==> src/rtl/ucher_ram.sv <==
`timescale 1ns / 1ps
// Generic single-write, single-read RAM with registered read data.
// No dependencies.
module ucher_ram #(
    parameter int WIDTH = 48,
    parameter int DEPTH = 64
) (
    input  logic                                     clk,
    input  logic                                     we,
    input  logic [((DEPTH > 1) ? $clog2(DEPTH) : 1)-1:0] waddr,
    input  logic [WIDTH-1:0]                         wdata,
    input  logic [((DEPTH > 1) ? $clog2(DEPTH) : 1)-1:0] raddr,
    output logic [WIDTH-1:0]                         rdata
);

    logic [WIDTH-1:0] mem [DEPTH];

    // read returns old contents on a same-address write
    always_ff @(posedge clk)
    begin
        if (we)
        begin
            mem[waddr] <= wdata;
        end
        rdata <= mem[raddr];
    end

endmodule

==> config.mk <==
export PLATFORM = sky130hd
export DESIGN_NAME = ucher_ram
export DESIGN_NICKNAME = d
export VERILOG_FILES = /design/src/rtl/ucher_ram.sv
export SDC_FILE = /design/constraint.sdc
export NUM_CORES = 2
export LEC_CHECK = 0
export BUFFER_PORTS_ARGS = -buffer_cell sky130_fd_sc_hd__buf_4
export CORE_MARGIN = 2
export CORE_UTILIZATION = 53
export CTS_BUF_LIST = sky130_fd_sc_hd__clkbuf_16
export DETAILED_ROUTE_END_ITERATION = 10
export PLACE_DENSITY = 0.68
export SYNTH_ARGS = -nofsm -noshare
export SYNTH_HDL_FRONTEND = slang
export SYNTH_SLANG_ARGS = --single-unit
==> constraint.sdc <==
create_clock -name clk -period 7.6 [get_ports clk]
set_input_delay 1.9 -clock clk [delete_from_list [all_inputs] [get_ports clk]]
set_output_delay 1.9 -clock clk [all_outputs]
set_load 0.01 [all_outputs]
Word-level counts from Yosys, hierarchy flattened
Memory sizes are Yosys's and may differ from the RTL's. A register that Yosys moved wholly into a read port is not among the register bits.
Index checks and enable logic that the tools add are counted.
- flip-flop bits (word level): 0
- bits in latches: 0
- memory bits (writable): 3072
- ROM bits: 0
- input port bits: 62
- output and inout port bits: 48
- memories: 1
- memories (memory ; depth ; bits a word ; read ports ; clocked after Yosys merged registers in ; write ports ; RTL line ; RTL):
    mem ; 64 ; 48 ; 1 ; 1 ; 1 ; 16 ; logic [WIDTH-1:0] mem [DEPTH];
- $add $sub $neg: 0
- multiply operators: 0
- divide/modulo/power cells: 0
- $lt $le $gt $ge: 0
- eq/ne operators: 0
- shifts and indexed selects: 0
- mux-type cells: 2
- bitwise gates (word level): 0
- reductions and logical operators: 0
- operators with widths (operator ; count):
    1-bit 2-to-1 mux ; 2

Depth between registers and ports, before layout
- word-level depth: 2
- mapped depth: 9

Worst setup path before layout
OpenSTA, ideal clock, no wires.
- path kind: in2reg
- from: in waddr[3] in the netlist's numbering
- to: mem mem[48][0] (enable)
- arrival: 5.672 ns
- slack: 1.415 ns
- stages: 4
- path buffers: 1
- path through: clkbuf_1 > nor2b_1 > nand4b_1 > nor3_1
- RTL lines (item ; RTL line ; RTL):
    start: declaration ; 10 ; input logic [((DEPTH > 1) ? $clog2(DEPTH) : 1)-1:0] waddr,
    end: declaration ; 16 ;
Straight into the memory's write port.

==> results.txt <==
The routed wire length per instance came out at 35.9 um. The all-layer global routing usage came out at 27.3%. The arrival time of data at the critical path endpoint is 5280 ps. The Yosys step of the flow raised 0 warnings. After clock tree synthesis, the clock-pin slew on the worst setup and hold paths is about 60 ps.

The multi-input combinational cells in the finished layout cover a total of 22900 sq um. The transition time of the tightest slew-check pin came out at 1390 ps. The share of the Yosys chip area taken by registers is around 80%.

In this run, CTS created clock tree buffers numbering 317. The distinct cell type count of the synthesized netlist came out at 36. The die width came out at 474 um. The latest clock arrival within the worst-skew pair came out at 940 ps. Across the run, the number of max-cap violations was 0. After routing the design area is 132000 sq um.

The average vias per placed instance came out at 6.69. The total area inside the core boundary comes to 220000 sq um. From synthesis to final layout, the design area changed by 12.5%. The synthesized design spends more area on one cell type than any other, namely sky130_fd_sc_hd__edfxtp_1.

The die boundary height is 474 um. The overall routed net length came out at 305000 um. The worst hold slack after final layout is 771 ps.

The number of global-route vias before repair came out at between 50000 and 60000. STA classifies the critical path endpoint as a register. The synthesized instance count is 4970. Input and output buffers added on the ports amount to 109. The initial antenna violation count is 24. After floorplanning, the core was divided into 172 placement rows. The post-CTS setup-driven buffer insertion count is 0. The total power per unit cell area is 268 nW/um^2. The flip-flop and latch count after synthesis came out at ~3100. The analysis attributes to cell leakage a power of 41.1 nW. The number of DRC violations after detailed routing is 0. The area fraction of the dominant cell type after synthesis came out at around four fifths.

The largest voltage drop on the vdd net is about 0.21 mV. Detailed routing inserted a total of 56700 vias. The first TritonRoute pass finished after 6 iterations.

The setup path with the least slack is of type input pin to register. The run finished with clean final reports. The share of post-route cells with drive strength above 1 is 27.7%. The area used by sequential logic in the layout came out at 93200 sq um. The overall overflow remaining after global route is 0. The initial utilization of the core area, before any placement, comes to 53.3%.

The detail route stage leaves a number of antenna-violating nets equal to 0. The average instance in the mapped netlist occupies between 20 and 25 sq um. The highest fanout seen on the critical path is 130. The CTS sink count came out at 3120. The worst setup path is launched from an input pin.

Setup violations remaining at the end of the flow were counted as 0. The count of instances resized after the clock tree is built is 0. The first-iteration detailed-routing DRC count came out at 8736.

The I/O pin count came out at 110. The worst pin sits at a relative slew slack of 7.44%. The die covers 225000 sq um. The final hold violation count is 0. After layout, the minimum clock period comes to ~4500 ps.

The data required time of the critical path is 8340 ps. The final weighted congestion of routability-driven global placement came out at 0.805. The total half-perimeter wirelength after legalization and detailed placement is 166000 um. The classification of the worst-slack hold path is register to register. The number of hold buffers added after CTS was 0. Entering global routing, the biggest net connects 131 pins. The worst-case clock skew is 56.1 ps. Counting every net in the synthesized netlist gives 5032. TritonCTS built the clock tree.

The cell area that synthesis handed to floorplanning was about 120000 sq um. Summing all placed instances gives a cell area of between 100000 and 150000 sq um. In this run the clock root is driven by a sky130_fd_sc_hd__clkbuf_16. The max-slew violation count was 0. The maximum achievable frequency is 221 MHz.

The post-route clock period utilization came out at 59.7%. The clock tree buffer depth came out at 4. The H-tree depth reported by CTS is 5. By area the synthesized netlist is led by sky130_fd_sc_hd__edfxtp_1 (79%), sky130_fd_sc_hd__mux4_2 (14%), sky130_fd_sc_hd__dfxtp_1 (0.82%). The final-layout fill cell count came out at ~15000. The number of nets in the finished design is 5343. Setup repair after global routing left no endpoint under its margin. The final sum of negative setup slack came out at 0 ps. The first-pass GRT wire length came out at roughly 430000 um.
-- worst paths after layout --
kind                                   from         to  slack (ps)  depth (start not counted)
worst max-delay path               raddr[2]  rdata[27]        3070                          8
worst min-delay path            mem[58][36]  rdata[36]         770                          4
worst max register to register  mem[11][10]  rdata[10]        5150                          4
worst min register to register  mem[58][36]  rdata[36]         770                          4
-- sequential cells by signal (all words and copies together) (netlist names) --
register,count
mem,3072
rdata,48
-- critical path, cell delays in order --
cell and delay (ps):
sky130_fd_sc_hd__buf_8 370, sky130_fd_sc_hd__buf_12 560, sky130_fd_sc_hd__buf_4 590, sky130_fd_sc_hd__mux4_2 380, sky130_fd_sc_hd__mux2i_1 210, sky130_fd_sc_hd__a21oi_1 100
sky130_fd_sc_hd__a21oi_1 610, sky130_fd_sc_hd__a221oi_1 130
-- cell usage in the layout, fill, tap and decap left out, types with 32 or more instances in the layout --
cell / synthesis / routed
sky130_fd_sc_hd__clkinv_2: 0 / 43
sky130_fd_sc_hd__nor2_1: 132 / 68
sky130_fd_sc_hd__a21oi_1: 74 / 74
sky130_fd_sc_hd__a22oi_1: 72 / 72
sky130_fd_sc_hd__a221oi_1: 83 / 83
sky130_fd_sc_hd__inv_1: 0 / 89
sky130_fd_sc_hd__mux2i_1: 63 / 63
sky130_fd_sc_hd__mux4_2: 754 / 754
sky130_fd_sc_hd__buf_4: 62 / 255
sky130_fd_sc_hd__nand2_1: 55 / 54
sky130_fd_sc_hd__edfxtp_1: 3072 / 3072
sky130_fd_sc_hd__nor2_4: 0 / 64
sky130_fd_sc_hd__a22o_1: 57 / 57
sky130_fd_sc_hd__dfxtp_1: 48 / 48
sky130_fd_sc_hd__a211oi_1: 32 / 32
sky130_fd_sc_hd__clkinv_1: 0 / 67
sky130_fd_sc_hd__o22ai_1: 122 / 122
sky130_fd_sc_hd__clkbuf_16: 0 / 324
-- report_power, final --
part | leakage (nW) | switching [mW] | total (mW) | internal (mW)
Sequential | 28.0 | 0.0939 | 19.1 | 19.0
Combinational | 8.08 | 1.06 | 1.67 | 0.616
Clock | 5.02 | 6.27 | 14.5 | 8.26
Total | 41.1 | 7.42 | 35.3 | 27.9
-- logic make-up after synthesis --
family,Yosys count,synth area share (%)
compound gates,486,3.02
buf+inv,282,1.28
simple gates,253,0.957
mux,829,15.2
flops,3120,79.6
-- metal layers --
layer,vias to the layer above,part of all wire (%),GRT usage (%)
li1,22100,-,-
met1,30600,38,38.7
met2,3438,48,43.3
met3,539,11,5.71
met4,4,3.1,8.49
met5,-,0.011,0
-- area by class of cell --
class / instances / area share [%]
multi-input combinational: 1568 / 17.4
clock buffer: 324 / 6.15
tap: 2958 / 2.81
timing repair buffer: 274 / 1.74
antenna: 10 / 0.0190
sequential: 3120 / 70.8
clock inverter: 232 / 1.10
-- per-stage QoR --
stage | instances | utilization [%] | power (mW) | setup WS, ps
4_1_cts | 8476 | 59.9 | 35.5 | 3270
3_5_place_dp | 7920 | 55.6 | 21.2 | 2310
2_1_floorplan | 4970 | - | 20.4 | 1420
5_1_grt | 8482 | 59.9 | 36.2 | 3120
3_3_place_gp | 7920 | 55.6 | 21.2 | 2290
6_report | 8486 | 60.0 | 35.3 | 3070
-- synth_stat cells --
cell	number
sky130_fd_sc_hd__a211oi_1	32
sky130_fd_sc_hd__a21oi_1	74
sky130_fd_sc_hd__a221oi_1	83
sky130_fd_sc_hd__a22o_1	57
sky130_fd_sc_hd__a22oi_1	72
sky130_fd_sc_hd__a311o_1	1
sky130_fd_sc_hd__a311oi_1	11
sky130_fd_sc_hd__a31o_2	5
sky130_fd_sc_hd__a31oi_1	1
sky130_fd_sc_hd__and2_1	3
sky130_fd_sc_hd__and3_1	1
sky130_fd_sc_hd__buf_1	12
sky130_fd_sc_hd__buf_2	98
sky130_fd_sc_hd__buf_4	62
sky130_fd_sc_hd__buf_6	11
sky130_fd_sc_hd__clkbuf_1	98
sky130_fd_sc_hd__clkbuf_2	1
sky130_fd_sc_hd__dfxtp_1	48
sky130_fd_sc_hd__edfxtp_1	3072
sky130_fd_sc_hd__mux2_2	12
sky130_fd_sc_hd__mux2i_1	63
sky130_fd_sc_hd__mux4_2	754
sky130_fd_sc_hd__nand2_1	55
sky130_fd_sc_hd__nand2b_1	10
sky130_fd_sc_hd__nand3_1	7
sky130_fd_sc_hd__nand3b_1	5
sky130_fd_sc_hd__nand4_1	2
sky130_fd_sc_hd__nand4b_1	1
sky130_fd_sc_hd__nor2_1	132
sky130_fd_sc_hd__nor2b_1	24
sky130_fd_sc_hd__nor3_1	3
sky130_fd_sc_hd__o221ai_1	28
sky130_fd_sc_hd__o22ai_1	122
sky130_fd_sc_hd__or2_2	3
sky130_fd_sc_hd__or3_1	3
sky130_fd_sc_hd__or3b_2	4
Note: power is estimated with default switching activity, not from simulation.
