`src/rtl/ucher_pkg.sv`:
```
`timescale 1ns / 1ps
// Shared types and constants for the uniform cubic Hermite evaluator.
// No dependencies; imported by ucher_locate, ucher_horner and the top level.
package ucher_pkg;

    // default sizes for the top level parameters
    localparam int KNOT_DEPTH_DEF    = 128;
    localparam int FRACTION_BITS_DEF = 16;

    // fixed field widths
    localparam int VALUE_W  = 24;
    localparam int INDEX_W  = 7;
    localparam int KNOTS_W  = 8;
    localparam int RESULT_W = 32;

    // coefficient and Horner accumulator widths (c2 needs 9x a knot value)
    localparam int COEF_W = VALUE_W + 4;
    localparam int ACC_W  = VALUE_W + 6;

    localparam logic [KNOTS_W-1:0] NUM_KNOTS_RESET = 8'd2;

    // request codes
    typedef enum logic {
        CMD_LOAD = 1'b0,
        CMD_EVAL = 1'b1
    } ucher_cmd_t;

    // control travelling alongside an evaluation
    typedef struct packed {
        logic valid;
        logic last;
    } ucher_side_t;

endpackage

```
`src/rtl/ucher_horner.sv`:
```
`timescale 1ns / 1ps
// One Horner step: acc * t, rounded half up by the fraction width, plus c.
// Depends on ucher_pkg.
module ucher_horner #(
    parameter int FRACTION_BITS = 16
) (
    input  logic                                 clk,
    input  logic                                 rst_n,
    input  ucher_pkg::ucher_side_t               side_in,
    input  logic signed [ucher_pkg::ACC_W-1:0]   acc_in,
    input  logic [FRACTION_BITS:0]               t_in,
    input  logic signed [ucher_pkg::ACC_W-1:0]   c_in,
    output ucher_pkg::ucher_side_t               side_out,
    output logic signed [ucher_pkg::ACC_W-1:0]   acc_out,
    output logic [FRACTION_BITS:0]               t_out
);

    import ucher_pkg::*;

    localparam int PW = ACC_W + FRACTION_BITS + 2;
    localparam logic signed [PW-1:0] HALF = PW'(1) << (FRACTION_BITS - 1);

    logic signed [PW-1:0]    prod;
    logic signed [PW-1:0]    prod_rnd;
    logic signed [ACC_W-1:0] acc_next;
    ucher_side_t             side_reg;
    logic signed [ACC_W-1:0] acc_reg;
    logic [FRACTION_BITS:0]  t_reg;

    // multiply, round, shift (floor), add the next coefficient
    always_comb
    begin
        prod     = PW'(acc_in) * PW'($signed({1'b0, t_in}));
        prod_rnd = prod + HALF;
        acc_next = ACC_W'(prod_rnd >>> FRACTION_BITS) + c_in;
    end

    // control register
    always_ff @(posedge clk or negedge rst_n)
    begin
        if (!rst_n)
        begin
            side_reg <= '0;
        end
        else
        begin
            side_reg <= side_in;
        end
    end

    // payload registers
    always_ff @(posedge clk)
    begin
        acc_reg <= acc_next;
        t_reg   <= t_in;
    end

    assign side_out = side_reg;
    assign acc_out  = acc_reg;
    assign t_out    = t_reg;

endmodule

```
`config.mk`:
```
export PLATFORM = sky130hd
export DESIGN_NAME = ucher_horner
export DESIGN_NICKNAME = d
export VERILOG_FILES = /design/src/rtl/ucher_pkg.sv /design/src/rtl/ucher_horner.sv
export SDC_FILE = /design/constraint.sdc
export NUM_CORES = 1
export LEC_CHECK = 0
export BUFFER_PORTS_ARGS = -buffer_cell sky130_fd_sc_hd__buf_4
export CELL_PAD_IN_SITES_DETAIL_PLACEMENT = 0
export CELL_PAD_IN_SITES_GLOBAL_PLACEMENT = 1
export CORE_AREA = 2 2 162 282
export DETAILED_ROUTE_END_ITERATION = 8
export DIE_AREA = 0 0 164 284
export MAX_ROUTING_LAYER = met4
export PLACE_DENSITY_LB_ADDON = 0.2
export SYNTH_ARGS = -nofsm -noshare
export SYNTH_HDL_FRONTEND = slang
export SYNTH_SLANG_ARGS = --single-unit
```
`constraint.sdc`:
```
create_clock -name clk -period 0.8 [get_ports clk]
set_clock_uncertainty 0.1 [all_clocks]
set_input_delay 0.16 -clock clk [delete_from_list [all_inputs] [get_ports clk]]
set_output_delay 0.16 -clock clk [all_outputs]
set_load 0.01 [all_outputs]
```
; ---- Word-level counts from Yosys, hierarchy flattened
; Index checks and enable logic that the tools add are counted.
[word_totals]
reg_bits = 49
inputBits = 81
elab_cells = 7
[op_classes]
add_sub_neg = 2
mul = 1
[op_table]
columns = operator, n
row1 = "adder 46 x 17 -> 46 bit, second input constant", 1
row2 = multiplier 30 x 18 -> 46 bit, 1
row3 = adder 30 bit, 1

; ---- Depth between registers and ports, before layout
[logic_depth]
depth_word = 3
ltp_mapped = 36
mapped_depth_nobuf = 35

; ---- Worst setup path before layout
; Ideal clock, no wire load.
[synth_timing]
path_type = input-to-reg
startpoint = in t_in[3]
endpoint = reg acc_reg[29] (netlist: acc_out[29])
setup_time_ns = 0.072
arrival_ns = 8.085
t_required_ns = 0.628
slack_ns = -7.457
stages = 34
n_path_buf = 2
path_cell_list = clkbuf_1 -> clkbuf_1 -> nand2_1 -> fa_1 -> fa_1 -> fa_1 -> inv_1 -> fa_1 -> fa_1 -> inv_1 -> fa_1 -> inv_1 -> ha_1 -> a21o_1 -> a221oi_1 -> o31a_2 -> a2111oi_4 -> o21a_2 -> a221o_4 -> nand2_1 -> o21ai_1 -> a21oi_1 -> xnor2_1 -> ha_1 -> nand2_1 -> o21ai_1 -> o41ai_1 -> o221ai_1 -> o31a_1 -> or4_1 -> a31o_1 -> a21oi_2 -> xnor2_1 -> xnor2_1
[synth_via]
elab_chain_cells = 3
[synth_rtl]
columns = element, line_no
row1 = start: declaration, ucher_horner.sv:11  ; input logic [FRACTION_BITS:0] t_in,
row2 = multiplier 30 x 18 -> 46 bit, ucher_horner.sv:33  ; prod = PW'(acc_in) * PW'($signed({1'b0, t_in}));
row3 = adder 46 x 17 -> 46 bit, ucher_horner.sv:34  ; prod_rnd = prod + HALF;
row4 = adder 30 bit, ucher_horner.sv:35  ; acc_next = ACC_W'(prod_rnd >>> FRACTION_BITS) + c_in;
row5 = via acc_next[29], ucher_horner.sv:25  ; logic signed [ACC_W-1:0] acc_next;
row6 = end signal: assignment, ucher_horner.sv:54  ; acc_reg <= acc_next;
row7 = end: declaration, ucher_horner.sv:27  ; logic signed [ACC_W-1:0] acc_reg;
; The timed path passes the listed nets, and every way through them passes these cells.

; ---- Worst setup path in the final report
[layout_timing]
startpoint = in acc_in[17] in the netlist's numbering
endpoint = reg acc_reg[29] (netlist: acc_out[29])
[layout_via]
elab_chain_cells = 3
[layout_rtl]
columns = element, line_no
row1 = start: declaration, ucher_horner.sv:10  ; input logic signed [ucher_pkg::ACC_W-1:0] acc_in,
row2 = multiplier 30 x 18 -> 46 bit, ucher_horner.sv:33
row3 = adder 46 x 17 -> 46 bit, ucher_horner.sv:34
row4 = adder 30 bit, ucher_horner.sv:35
row5 = via acc_next[29], ucher_horner.sv:25
; The timed path passes the listed nets, and every way through them passes these cells.

==> flow_metrics.env <==
export IMPL_htreeDepth=2
export IMPL_std_cell_rows=102
export IMPL_drive_gt1_frac=0.2757
export IMPL_drv_cap=0
export IMPL_relSlewSlack=0.6422
export IMPL_final_common_cell="inv_1"
export IMPL_synth_edf_count=0
export IMPL_async_flop_share=0.04082
export IMPL_placed_cells=3044
export IMPL_nNetsFinal=3246
export IMPL_violations="negative hold slack, negative setup slack"
export IMPL_grt_max_degree=27
export IMPL_ys_ff_latch=49
export IMPL_cp_required_ns=0.92
export IMPL_yosysSeqAreaShare=0.05031
export IMPL_finalHoldViolCount=1
export IMPL_tns_ns=-191.49
export IMPL_fin_ws_ns=-7.123
export IMPL_wl_per_cell_um=19.19
export IMPL_synth_top_flop_cell="dfxtp_1"
export IMPL_period_minus_slack_ns=7.923
export IMPL_antenna_found_initial=0
export IMPL_port_buffers=129
export IMPL_final_max_slew_viol_count=0
export IMPL_cp_max_fo=8
export IMPL_met2_usage=0.5345
export IMPL_gr_total_overflow=0
export IMPL_drc=0
export IMPL_synthCells=2141
export IMPL_finalCritPeriodShare=9.904
export IMPL_cpMostUsedCell="fa_1"
export IMPL_min_path_type="in -> reg"
export IMPL_instances_no_fill=3093
export IMPL_worstPathArrival_ns=8.04
export IMPL_status="finished with violations"
export IMPL_diodes=0
export IMPL_final_util=0.5681
export IMPL_track_usage=0.2746
export IMPL_fin_area_um2=25160
export IMPL_synth_nets=2867
export IMPL_ys_types=50
export IMPL_hold_slack_ns=-0.03828
export IMPL_critPathKind="in -> reg"
export IMPL_drt_wl_total_mm=59.36
export IMPL_hpwl_mm=51.58
export IMPL_yosysWarningCount=0
export IMPL_ios=130
export IMPL_met3_usage=0.01915
export IMPL_die_y_um=284
export IMPL_grt_pass1_vias=17720
export IMPL_cp_start_kind="input port"
export IMPL_syn_area_um2=19700
export IMPL_vias=15420
export IMPL_place_gp_congestion=0.8907
export IMPL_hold_buffers=9
export IMPL_firstDrtPassIters=5
export IMPL_cp_slowest_stage_delay_ns=0.57
export IMPL_avgViaCountPerCell=4.987
export IMPL_grtUsageMet1=0.2367
export IMPL_timing_fmax_ghz=0.1262
export IMPL_endpoint_kind="register"
export IMPL_area_growth_synth_to_final_pct=27.73
export IMPL_cts_tree="yes"
export IMPL_cts_buffer_depth=2
export IMPL_path_clk_slew_ns=0.08
export IMPL_cp_slowest_cell="fa_1"
export IMPL_cts_root_buf="clkbuf_16"
export IMPL_dpl_cell_area_um2=23450
export IMPL_start_util=0.4448
export IMPL_numCtsBuffers=5
export IMPL_dieArea_um2=46580
export IMPL_finalSetupViolations=79
export IMPL_syn_area_per_cell_um2=9.200
export IMPL_clock_sinks=49
export IMPL_die_x_um=164
export IMPL_top_usage_layer="met2"
export IMPL_layout_common_cells="inv_1, fa_1, buf_4"
export IMPL_ant_nets=0
export IMPL_drtIter0Drc=565
export IMPL_rsz0062_at_grt="yes"
export IMPL_core_area_um2=44290
export IMPL_grt_pass1_wl_mm=92.73
export IMPL_worst_pin_slew_ns=0.5310
-- through the flow --
stage | hold WS [ns] | setup WS [ns]
6_report | -0.03828 | -7.123
5_1_grt | -0.04906 | -7.395
4_1_cts | -0.06271 | -7.144
3_5_place_dp | -0.1570 | -7.983
3_3_place_gp | -0.1588 | -7.813
2_1_floorplan | -0.2356 | -7.154
-- critical path: cells and delay by family --
kind	cells	cell delay, ns
adders and majority gates	8	3.34
AOI/OAI and AO/OA	10	2.12
buffers and inverters	9	1.03
and+or+nand+nor	5	0.99
xor gates and xnor gates	3	0.38
-- worst paths after layout --
check	startpoint	depth (start not counted)	slack [ns]	end
max in group asynchronous	rst_n	2	0.48	side_out[1]
worst max-delay path	acc_in[17]	35	-7.12	acc_out[29]
worst min-delay path	c_in[0]	2	-0.04	acc_out[0]
min in group asynchronous	rst_n	2	0.03	side_out[0]
-- cells by family (layout without fill, tap and decap cells) --
family,after synthesis,in the layout,synth area share
compound gates,137,137,0.04790
xor+xnor,71,71,0.03157
fa+ha+maj,645,645,0.5923
buf+inv,645,1025,0.1229
flops,49,49,0.05031
simple gates,594,594,0.1550
-- sequential cells by signal, indices dropped and copies added (netlist names) --
name	cells
acc_out	30
side_out	2
t_out	17
-- what timing repair did --
item                       4_1_cts  5_1_grt
pin swaps                      114       56
buffers inserted                26       17
hold endpoints to repair        11        1
resized for setup              262       91
setup endpoints to repair       79       81
-- final cells by class --
type / count / area [um2]
Clock buffer: 6 / 138.9
Clock inverter: 2 / 16.27
Fill cell: 4065 / 19130
Inverter: 564 / 2117
Multi-Input combinational cell: 1447 / 17110
Sequential cell: 49 / 1049
Tap cell: 572 / 715.7
Timing Repair Buffer: 453 / 4010
-- synth_stat cells, types with 2 or more instances --
| master | instances | area share |
|---|---|---|
| o21ai_1 | 3 | 0.00076 |
| nor2b_1 | 5 | 0.0016 |
| o21a_1 | 8 | 0.0030 |
| nor2_1 | 25 | 0.0048 |
| inv_1 | 564 | 0.11 |
| xor2_1 | 14 | 0.0062 |
| xnor2_1 | 57 | 0.025 |
| a211oi_1 | 4 | 0.0015 |
| ha_1 | 166 | 0.11 |
| and3_1 | 4 | 0.0013 |
| dfrtp_1 | 2 | 0.0025 |
| nand3_1 | 9 | 0.0023 |
| and2_1 | 287 | 0.091 |
| nand2b_1 | 4 | 0.0013 |
| nor3_1 | 9 | 0.0023 |
| a21o_1 | 23 | 0.0088 |
| dfxtp_1 | 47 | 0.048 |
| o31a_1 | 2 | 0.00089 |
| o21ai_0 | 16 | 0.0041 |
| a21oi_1 | 48 | 0.012 |
| o21bai_1 | 7 | 0.0027 |
| nor3b_1 | 2 | 0.00076 |
| nand2_1 | 237 | 0.045 |
| o211ai_1 | 2 | 0.00076 |
| a211o_1 | 4 | 0.0018 |
| fa_1 | 479 | 0.49 |
| a21oi_2 | 3 | 0.0013 |
| nand4_1 | 7 | 0.0022 |
| a31o_2 | 2 | 0.00089 |
| clkbuf_1 | 81 | 0.015 |
-- routing by layer --
layer,part of all wire,vias up
li1,-,6939
met1,0.29,7960
met2,0.60,347
met3,0.021,178
met4,0.093,0
met5,0,-
Power is not shown: default switching activity piles up to over one toggle a cycle in this logic, so the estimate is an artifact.
