## src/rtl/ucher_pkg.sv

```systemverilog
`timescale 1ns / 1ps
// Shared types and constants for the uniform cubic Hermite evaluator.
// No dependencies; imported by ucher_locate, ucher_horner and the top level.
package ucher_pkg;

    // default sizes for the top level parameters
    localparam int KNOT_DEPTH_DEF    = 128;
    localparam int FRACTION_BITS_DEF = 16;

    // fixed field widths
    localparam int VALUE_W  = 24;
    localparam int INDEX_W  = 7;
    localparam int KNOTS_W  = 8;
    localparam int RESULT_W = 32;

    // coefficient and Horner accumulator widths (c2 needs 9x a knot value)
    localparam int COEF_W = VALUE_W + 4;
    localparam int ACC_W  = VALUE_W + 6;

    localparam logic [KNOTS_W-1:0] NUM_KNOTS_RESET = 8'd2;

    // request codes
    typedef enum logic {
        CMD_LOAD = 1'b0,
        CMD_EVAL = 1'b1
    } ucher_cmd_t;

    // control travelling alongside an evaluation
    typedef struct packed {
        logic valid;
        logic last;
    } ucher_side_t;

endpackage

```

## src/rtl/ucher_locate.sv

```systemverilog
`timescale 1ns / 1ps
// Position scaling: splits u * intervals into knot index and fraction t.
// Depends on ucher_pkg.
module ucher_locate #(
    parameter int KNOT_DEPTH    = 128,
    parameter int FRACTION_BITS = 16
) (
    input  logic                              clk,
    input  logic                              rst_n,
    input  ucher_pkg::ucher_side_t            side_in,
    input  logic [ucher_pkg::KNOTS_W-1:0]     num_knots,
    input  logic [FRACTION_BITS:0]            position,
    output ucher_pkg::ucher_side_t            side_out,
    output logic [$clog2(KNOT_DEPTH)-1:0]     k_out,
    output logic [FRACTION_BITS:0]            t_out
);

    import ucher_pkg::*;

    localparam int KW = $clog2(KNOT_DEPTH);
    localparam int NW = $clog2(KNOT_DEPTH + 1);
    localparam int SW = FRACTION_BITS + 1 + KW;
    localparam logic [FRACTION_BITS:0] ONE = {1'b1, {FRACTION_BITS{1'b0}}};

    logic [NW-1:0]            knots;
    logic [KW-1:0]            intervals;
    logic [FRACTION_BITS:0]   u;
    logic [SW-1:0]            scaled;
    logic [KW:0]              k_raw;
    logic [KW-1:0]            k_next;
    logic [FRACTION_BITS:0]   t_next;
    ucher_side_t              side_reg;
    logic [KW-1:0]            k_reg;
    logic [FRACTION_BITS:0]   t_reg;

    // clamp knot count, clamp u, scale and split
    always_comb
    begin
        if (num_knots < KNOTS_W'(2))
        begin
            knots = NW'(2);
        end
        else if (32'(num_knots) > KNOT_DEPTH)
        begin
            knots = NW'(KNOT_DEPTH);
        end
        else
        begin
            knots = NW'(num_knots);
        end
        intervals = KW'(knots - NW'(1));

        u      = (position > ONE) ? ONE : position;
        scaled = SW'(u) * SW'(intervals);
        k_raw  = scaled[SW-1:FRACTION_BITS];

        // u at one lands on the last interval with t = 1.0
        if (k_raw >= {1'b0, intervals})
        begin
            k_next = intervals - KW'(1);
            t_next = ONE;
        end
        else
        begin
            k_next = KW'(k_raw);
            t_next = {1'b0, scaled[FRACTION_BITS-1:0]};
        end
    end

    // control register
    always_ff @(posedge clk or negedge rst_n)
    begin
        if (!rst_n)
        begin
            side_reg <= '0;
        end
        else
        begin
            side_reg <= side_in;
        end
    end

    // payload registers
    always_ff @(posedge clk)
    begin
        k_reg <= k_next;
        t_reg <= t_next;
    end

    assign side_out = side_reg;
    assign k_out    = k_reg;
    assign t_out    = t_reg;

endmodule

```

## config.mk

```make
export PLATFORM = sky130hd
export DESIGN_NAME = ucher_locate
export DESIGN_NICKNAME = d
export VERILOG_FILES = /design/src/rtl/ucher_pkg.sv /design/src/rtl/ucher_locate.sv
export SDC_FILE = /design/constraint.sdc
export NUM_CORES = 1
export LEC_CHECK = 0
export CELL_PAD_IN_SITES_DETAIL_PLACEMENT = 0
export CELL_PAD_IN_SITES_GLOBAL_PLACEMENT = 2
export CORE_MARGIN = 4
export CORE_UTILIZATION = 44
export CTS_CLUSTER_DIAMETER = 40
export DETAILED_ROUTE_END_ITERATION = 7
export DONT_BUFFER_PORTS = 1
export PLACE_DENSITY_LB_ADDON = 0.1
export SYNTH_ARGS = -nofsm -noshare
export SYNTH_HDL_FRONTEND = slang
export SYNTH_SLANG_ARGS = --single-unit
```

## constraint.sdc

```tcl
create_clock -name clk -period 0.8 [get_ports clk]
set_input_delay 0.08 -clock clk [delete_from_list [all_inputs] [get_ports clk]]
set_output_delay 0.08 -clock clk [all_outputs]
set_load 0.05 [all_outputs]
```

### After elaboration in Yosys (flattened, before gate mapping)

Index checks and enable logic that the tools add are counted.

* word-level logic and storage cells: 17
* input port bits: 29
* output and inout port bits: 26
* bits in registers: 26

* multiplexer cells: 5
* $add $sub $neg: 2
* order comparisons: 4
* multipliers: 1

Operators by type and width (number)
* two-way mux 17 bit: 2
* multiplier 17 x 7 -> 24 bit: 1
* two-way mux 7 bit: 3
* greater-than comparator 17 bit (second input constant): 1
* subtractor 7 x 1 -> 7 bit (second input constant): 2
* >= comparator 8 x 7 -> 1 bit: 1
* greater-than comparator 8 bit (second input constant): 1
* less-than comparator 8 x 2 -> 1 bit (second input constant): 1

### Logic depth before layout (Yosys ltp)

Gate-level depths: netlist of the first run.

* word-level depth: 7
* gate-level depth with buffers: 36
* gate-level depth less buffers: 33

### Worst setup path after synthesis of the first run

Ideal clock, no wire load.

* path type: input -> register
* from: input num_knots[3] in the netlist's numbering
* to: register k_reg[3] (netlist: k_out[3])
* setup slack: -6.882 ns
* data arrival time: 7.558 ns
* buffers on the path: 3
* required time: 0.677 ns
* library setup time: 0.123 ns
* stages: 31
* cell sequence: or4_4 -> nor3_1 -> nand2b_1 -> clkbuf_1 -> ha_1 -> a21oi_1 -> a21o_1 -> clkbuf_1 -> inv_1 -> clkbuf_1 -> nor2_1 -> fa_1 -> fa_1 -> fa_1 -> inv_1 -> fa_1 -> inv_1 -> ha_1 -> and3_1 -> a221o_1 -> a221oi_4 -> o21ai_0 -> xnor2_1 -> ha_1 -> a211oi_1 -> o31ai_1 -> a311o_1 -> a21o_1 -> nand2_4 -> inv_2 -> mux2_1

* cells in the longest elaborated chain, start to end: 7
* elaborated cells between the ends (all ways): 9
* classes of those cells: add/sub: 2; mul: 1; order compare: 3; mux: 3

Ends and longest elaborated chain
* start: declaration: line ucher_locate.sv:11 `input logic [ucher_pkg::KNOTS_W-1:0] num_knots,`
* greater-than comparator 8 bit: line ucher_locate.sv:43 `else if (32'(num_knots) > KNOT_DEPTH)`
* two-way mux 7 bit: line ucher_locate.sv:43
* two-way mux 7 bit (*): line ucher_locate.sv:39 `if (num_knots < KNOTS_W'(2))`
* subtractor 7 x 1 -> 7 bit (*): line ucher_locate.sv:51 `intervals = KW'(knots - NW'(1));`
* multiplier 17 x 7 -> 24 bit: line ucher_locate.sv:54 `scaled = SW'(u) * SW'(intervals);`
* >= comparator 8 x 7 -> 1 bit: line ucher_locate.sv:58 `if (k_raw >= {1'b0, intervals})`
* two-way mux 7 bit (*): line ucher_locate.sv:58
* named net k_next[3]: line ucher_locate.sv:30 `logic [KW-1:0] k_next;`
* end signal: assignment: line ucher_locate.sv:86 `k_reg <= k_next;`
* end: declaration: line ucher_locate.sv:33 `logic [KW-1:0] k_reg;`

The timed path passes the listed nets; every way through them passes the cells marked *.
A chain may end at the register's enable or synchronous reset.

### Worst setup path after layout of the first run

* from: input num_knots[2] in the netlist's numbering
* to: register k_reg[3] (netlist: k_out[3])

The elaborated chain is that of the path after synthesis.

==> results of run 1 <==
how the worst min path moves through the flow:
| stage | startpoint | end | cells past startpoint |
|---|---|---|---|
| 3_3_place_gp | rst_n | side_out[0] | 0 |
| 6_report | rst_n | side_out[1] | 1 |
| 5_1_grt | rst_n | side_out[1] | 1 |
| 4_1_cts | rst_n | side_out[0] | 1 |
| 2_1_floorplan | rst_n | side_out[0] | 0 |
| 3_5_place_dp | rst_n | side_out[0] | 0 |
repair_timing:
action	in CTS	in global routing
gates cloned	2	0
hold buffers	4	0
hold endpoints to repair	5	0
buffers inserted	19	10
endpoints found under the setup margin	50	50
resized for setup	75	38
pin swaps	36	35
kinds of logic after synthesis:
logic type / share of synthesized area
multiplexers: 0.01953
buffers and inverters: 0.07286
AO/OA/AOI/OAI: 0.1152
XOR/XNOR: 0.04006
AND/OR/NAND/NOR: 0.2171
flip-flops: 0.1062
adder cells (fa/ha/maj): 0.4291
stage by stage:
step	hold WS (ns)	area, sq um	util
finish	0.05386	7579	0.6900
global route	0.05085	7579	0.6900
CTS	0.03918	7340	0.6683
detailed placement	-0.2155	6779	0.6172
global placement	-0.2155	6779	0.6172
floorplan	-0.2156	5273	-
state kept, by name, indices dropped and copies added (netlist names):
signal	count
k_out	7
side_out	2
t_out	17
cell type report:
type | count | area share
inverters | 79 | 0.04045
flip-flops and latches | 26 | 0.07380
well taps | 140 | 0.02311
clock buffers | 3 | 0.009906
multi-input cells | 453 | 0.6132
clock inverters | 1 | 0.003962
repair buffers | 179 | 0.2356
where the power goes:
part           internal (mW)  switching (mW)  total (mW)
clock                  0.996           0.485        1.48
combinational           11.1            9.96        21.1
sequential              2.08           0.471        2.55
per-layer routing:
metal	track usage	part of all wire	routed length (um)	vias up
met1	0.2727	0.38	5814	2361
met3	0.02960	0.042	636	34
met4	0.07522	0.028	422	0
li1	-	-	-	2209
met2	0.4594	0.55	8275	110
met5	0	0	0	-
layout by cell type, fill, tap and decap left out, types with 11 or more instances in the layout:
cell,netlist,final
sky130_fd_sc_hd__a21oi_1,20,14
sky130_fd_sc_hd__buf_4,0,132
sky130_fd_sc_hd__ha_1,53,41
sky130_fd_sc_hd__xnor2_1,14,11
sky130_fd_sc_hd__a21o_1,15,15
sky130_fd_sc_hd__nand3_1,17,13
sky130_fd_sc_hd__and2_1,30,26
sky130_fd_sc_hd__buf_6,0,13
sky130_fd_sc_hd__buf_12,0,29
sky130_fd_sc_hd__fa_1,74,71
sky130_fd_sc_hd__ha_4,0,12
sky130_fd_sc_hd__nor2_1,67,51
sky130_fd_sc_hd__nand2_1,45,45
sky130_fd_sc_hd__inv_1,78,70
sky130_fd_sc_hd__dfxtp_2,0,23
==> reports/qor_table.md, run 1 <==
| Result | This run | Unit |
|:---|:---|:---|
| Run status | finished with violations | - |
| Failing checks | negative setup slack | - |
| Sum of internal, switching and leakage power | 25.09 | mW |
| Maximum achievable frequency | 144.9 | MHz |
| Pin count of the biggest net entering global routing | 16 | - |
| Leak | 3.740 | nW |
| Startpoint class of the critical path | input port | - |
| Worst path buffer plus inverter count | 15 | - |
| Measured slew at the worst slew-check pin | 0.4900 | ns |
| Number of placed cells counting well taps | 843 | - |
| Number of synthesized register bits | 26 | - |
| Type of destination of the critical path | flip-flop | - |
| Total die area | 0.01313 | sq mm |
| Crit path required time | 0.95 | ns |
| Final setup violation count | 50 | - |
| Unique masters post-synth | 58 | - |
| Layout cells sized above 1 | 0.4116 | - |
| Number of logic stages on the critical path including buffering | 34 | - |
| Count of inserted antenna diode cells | 0 | - |
| Fill cell count | 872 | - |
| CTS tree | yes | - |
| Slew headroom | 0.6691 | - |
| Row Count | 38 | - |
| Worst setup timing slack at the placement stage | -6.578 | ns |
| Number of clock sinks | 26 | - |
| Clock buffer depth | 2 | - |
| Aggregate routed wire length | 15.15 | mm |
| Critical Path End | k_out[3] | - |
| Vert. Die Dim | 114.6 | um |
| Number of DRC violations after detailed-routing iteration 0 | 204 | - |
| Number of ports placed on the die boundary | 55 | - |
| Post-synthesis async set-or-reset flop share | 0.07692 | - |
| Synthesized area per cell | 8.691 | sq um |
| Cell at the root of the clock tree | sky130_fd_sc_hd__clkbuf_16 | - |
| First-pass iteration count of the detailed router | 4 | - |
| Net count, final | 898 | - |
| Final Hold Viols | 0 | - |
| Number of nets still failing antenna checks after routing | 0 | - |
| Non-filler cells in the finished layout | 881 | - |
| Number of buffers created by CTS | 3 | - |
| VDD IR max | 3.373 | mV |
| Data arrival time of the worst path | 7.05 | ns |
| Weighted congestion reported at the end of routability-driven placement | 0.8593 | - |
| RSZ-0062 raised after global routing | true | - |
| Number of enable flip-flop cells after synthesis | 0 | - |
| Post-Syn Nets | 731 | - |
| Width of the chip | 114.6 | um |
| Share of the synthesized area in the top cell type | 0.2964 | - |
| Synth top area cells | sky130_fd_sc_hd__fa_1 30%, sky130_fd_sc_hd__ha_1 13%, sky130_fd_sc_hd__dfxtp_1 9.6%, sky130_fd_sc_hd__inv_1 5.9%, sky130_fd_sc_hd__nor2_1 5.0% | - |
| Number of antenna violations at the first check in global routing | 0 | - |
| Max Cap Viol | 0 | - |
| Aggregate global routing overflow | 0 | - |
| Starting density of the core | 0.4550 | - |
| Layout overhead on the synthesized area | 51.65 | % |
| Cell with the largest stage delay on the worst path | sky130_fd_sc_hd__or4_4 | - |
| Critical Path Most Common Cell | sky130_fd_sc_hd__buf_4 | - |
| Critical path class | in -> reg | - |
| Commonest cells in the netlist | 78 x sky130_fd_sc_hd__inv_1, 74 x sky130_fd_sc_hd__fa_1, 67 x sky130_fd_sc_hd__nor2_1 | - |
| Synth Cell Area | 0.004997 | sq mm |
| Number of global-route vias before repair | 5,334 | - |
| Sequential cell area | 559.3 | sq um |
| Primary FF master, synth | sky130_fd_sc_hd__dfxtp_1 | - |
| Routed wire per std cell | 17.19 | um |
| Post-detailed-placement half-perimeter wirelength | 12.23 | mm |
| CP Max Fanout | 5 | - |
| Overall track demand over capacity in global routing | 0.2396 | - |
| Number of warning messages in the yosys log | 0 | - |
| Area of combinational cells with multiple inputs | 0.004647 | sq mm |
| Worst setup path startpoint | num_knots[2] | - |
| Aggregate negative setup slack | -145.48 | ns |
| Setup slack after layout | -6.101 | ns |
| Leading cell type by number of instances after synthesis | sky130_fd_sc_hd__inv_1 | - |
| Number of levels in the clock H-tree | 1 | - |
| Family of cells with the greatest summed delay on the critical path | adder cells | - |
| Min Clock Period, post-route | 6.901 | ns |
| Standard cell core area | 0.01098 | sq mm |
| Post-synthesis instance total | 575 | - |
| Cell taking the most area after synthesis | sky130_fd_sc_hd__fa_1 | - |
| Number of max-slew violations in the final report | 0 | - |
| Largest stage delay on the critical path | 0.55 | ns |
| Via density per instance | 5.351 | - |
| Worst min-delay path category | in -> async | - |
| First-pass GRT wire length | 24.97 | mm |
| Power density relative to cell area | 3311 | mW/mm^2 |
| Clock-pin transition on the worst setup and hold timing paths | 0.07 | ns |
| Register area share after synthesis | 0.1062 | - |
| DR DRC count | 0 | - |
| Via count | 4,714 | - |
| Port Buffers | 0 | - |
| Final critical-path share of the clock period | 8.627 | - |
No activity file was read; power rests on OpenSTA's default activity.
==> inputs of run 2 (changes only) <==
--- a/config.mk
+++ b/config.mk
@@ -7,7 +7,7 @@
 export LEC_CHECK = 0
 export CELL_PAD_IN_SITES_DETAIL_PLACEMENT = 0
 export CELL_PAD_IN_SITES_GLOBAL_PLACEMENT = 2
-export CORE_MARGIN = 4
+export CORE_MARGIN = 10
 export CORE_UTILIZATION = 44
 export CTS_CLUSTER_DIAMETER = 40
 export DETAILED_ROUTE_END_ITERATION = 7
==> run 2 against run 1 <==
The run still ends with negative setup slack left. Non-clock buffer count down 19. Die area up 22%. Hold slack worse by 0.010 ns. Setup slack worse by 0.11 ns. Global-route usage down 5.2 points. First-iteration DRC count up 14%. Final area down 3.5%. Combinational power down 8%. Cell count down 2.0%. Clock power about the same. Critical path type unchanged. Critical endpoint is now k_out[4]. Largest power group unchanged.
==> reports/qor_table.md, run 2 (synthesis results as in run 1) <==
| Result | This run | Unit | Delta |
|:---|:---|:---|:---|
| Maximum achievable frequency | 142.7 | MHz | -1.5% |
| Worst min-delay path category | in -> async | - |  |
| Vert. Die Dim | 126.6 | um | +10% |
| Number of flip-flops under the largest register name | 17 | - | unchanged |
| Via count | 4,654 | - | -1.3% |
| Critical Path End | k_out[4] | - |  |
| Crit path required time | 0.95 | ns | about the same |
| Grt met1 use | 0.2106 | - | -0.06214 |
| Worst path buffer plus inverter count | 7 | - | -8 |
| Number of buffers created by CTS | 3 | - | unchanged |
| Final Hold Viols | 0 | - | unchanged |
| Cell at the root of the clock tree | sky130_fd_sc_hd__clkbuf_16 | - |  |
| Highest-utilization routing layer at the global route stage | met2 | - |  |
| Critical Path Most Common Cell | sky130_fd_sc_hd__buf_4 | - |  |
| Data arrival time of the worst path | 7.16 | ns | +0.11 ns |
| Largest stage delay on the critical path | 0.58 | ns | +0.03 ns |
| Number of global-route vias before repair | 5,054 | - | -5.2% |
| Number of ports placed on the die boundary | 55 | - | unchanged |
| Routed wire per std cell | 17.38 | um | +1.1% |
| Number of nets still failing antenna checks after routing | 0 | - | unchanged |
| Row Count | 38 | - | unchanged |
| Layout cells sized above 1 | 0.3679 | - | -0.04369 |
| Post-detailed-placement half-perimeter wirelength | 12.46 | mm | +1.9% |
| Type of destination of the critical path | flip-flop | - |  |
| Starting density of the core | 0.4550 | - | unchanged |
| Port Buffers | 0 | - | unchanged |
| Final setup violation count | 50 | - | unchanged |
| Core utilization of the finished layout | 0.6656 | - | -0.02438 |
| Number of logic stages on the critical path including buffering | 31 | - | -8.8% |
| Clock buffer depth | 2 | - | unchanged |
| Layout overhead on the synthesized area | 46.29 | % |  |
| Number of antenna violations at the first check in global routing | 0 | - | unchanged |
| Number of max-slew violations in the final report | 0 | - | unchanged |
| Min Clock Period, post-route | 7.008 | ns | +0.1072 ns |
| CTS tree | yes | - |  |
| Routing usage on met3 | 0.02749 | - | -0.002110 |
| Weighted congestion reported at the end of routability-driven placement | 0.8857 | - | +3.1% |
| Worst setup path startpoint | num_knots[2] | - |  |
| Total die area | 0.01602 | sq mm | +22% |
| Commonest non-fill, non-tap cell in the layout | sky130_fd_sc_hd__buf_4 | - |  |
| Width of the chip | 126.6 | um | +10% |
| VDD IR max | 2.778 | mV | -18% |
| Slew headroom | 0.6547 | - | -0.01438 |
| Run status | finished with violations | - |  |
| Critical path class | in -> reg | - |  |
| First-pass iteration count of the detailed router | 4 | - | unchanged |
| Pin count of the biggest net entering global routing | 16 | - | unchanged |
| Number of levels in the clock H-tree | 1 | - | unchanged |
| Number of DRC violations after detailed-routing iteration 0 | 232 | - | +14% |
| Clock-pin transition on the worst setup and hold timing paths | 0.07 | ns | about the same |
| Aggregate global routing overflow | 0 | - | unchanged |
| Standard cell core area | 0.01098 | sq mm | unchanged |
| Number of clock sinks | 26 | - | unchanged |
| CP Max Fanout | 7 | - | +2 |
| Aggregate routed wire length | 15.00 | mm | -1.0% |
| Net count, final | 880 | - | -2.0% |
| Cell with the largest stage delay on the worst path | sky130_fd_sc_hd__fa_2 | - |  |
| Via density per instance | 5.393 | - | +0.79% |
| Setup slack after layout | -6.208 | ns | -0.1072 ns |
| Final critical-path share of the clock period | 8.761 | - | +0.1340 |
| Max Cap Viol | 0 | - | unchanged |
| Leak | 3.619 | nW | -3.2% |
| Count of inserted antenna diode cells | 0 | - | unchanged |
| Global Route met2 Usage | 0.3518 | - | -0.1077 |
| Power density relative to cell area | 3207 | mW/mm^2 | -3.1% |
| Overall track demand over capacity in global routing | 0.1874 | - | -0.05217 |
| Measured slew at the worst slew-check pin | 0.5113 | ns | +0.02130 ns |
| Failing checks | negative setup slack | - |  |
| DR DRC count | 0 | - | unchanged |
| Family of cells with the greatest summed delay on the critical path | adder cells | - |  |
| Aggregate negative setup slack | -148.00 | ns | -2.527 ns |
| Startpoint class of the critical path | input port | - |  |
| Commonest non-fill, non-tap cells in the layout | 124 x sky130_fd_sc_hd__buf_4, 74 x sky130_fd_sc_hd__inv_1, 71 x sky130_fd_sc_hd__fa_1 | - |  |
| First-pass GRT wire length | 24.90 | mm | -0.30% |
| RSZ-0062 raised after global routing | true | - |  |
## run 2: cell count changes in the layout (fill, tap and decap cells not counted), sizes merged
cell / before / now
buf: 175 / 156
clkinvlp: 0 / 1
## run 2: worst min path at each step
stage / end / start
2_1_floorplan: side_out[0] / rst_n
3_3_place_gp: side_out[0] / rst_n
3_5_place_dp: side_out[0] / rst_n
4_1_cts: side_out[0] / rst_n
5_1_grt: side_out[0] / rst_n
6_report: side_out[0] / rst_n
## run 2: cell type report
cell class	instances	area, sq um
clock buffers	3	75.07
clock inverters	1	30.03
fillers	883	3672
inverters	79	306.5
multi-input cells	453	4581
flip-flops and latches	26	559.3
well taps	140	175.2
repair buffers	160	1577
repair inverters	1	7.507
## run 2: power by group
| group | switching, mW | leakage, nW | internal (mW) |
|---|---|---|---|
| registers | 0.466 | 0.228 | 2.08 |
| logic | 9.54 | 3.34 | 9.88 |
| clock network | 0.477 | 0.0511 | 0.997 |
## run 2: per-stage QoR
| step | setup WS, ns | instances | hold slack [ns] | cell area, sq um | total power, mW |
|---|---|---|---|---|---|
| floorplan | -6.199 | 575 | -0.2156 | 5273 | 12.58 |
| global placement | -6.459 | 833 | -0.2155 | 6704 | 19.37 |
| detailed placement | -6.627 | 833 | -0.2155 | 6704 | 19.71 |
| CTS | -6.102 | 856 | 0.04276 | 7082 | 22.33 |
| global route | -6.414 | 863 | 0.05664 | 7311 | 25.20 |
| finish | -6.208 | 863 | 0.04353 | 7311 | 23.45 |
## run 2: metal layers
| layer | vias up | part of all wire |
|---|---|---|
| li1 | 2175 | - |
| met1 | 2306 | 0.38 |
| met2 | 137 | 0.53 |
| met3 | 36 | 0.058 |
| met4 | 0 | 0.031 |
| met5 | - | 0 |
## run 2: what timing repair did
action	CTS	global route
hold buffers	4	0
gates resized for setup	46	36
setup buffers	14	6
gates cloned	1	1
setup endpoints to repair	50	50
pin swaps	34	35
endpoints found under the hold margin	5	0
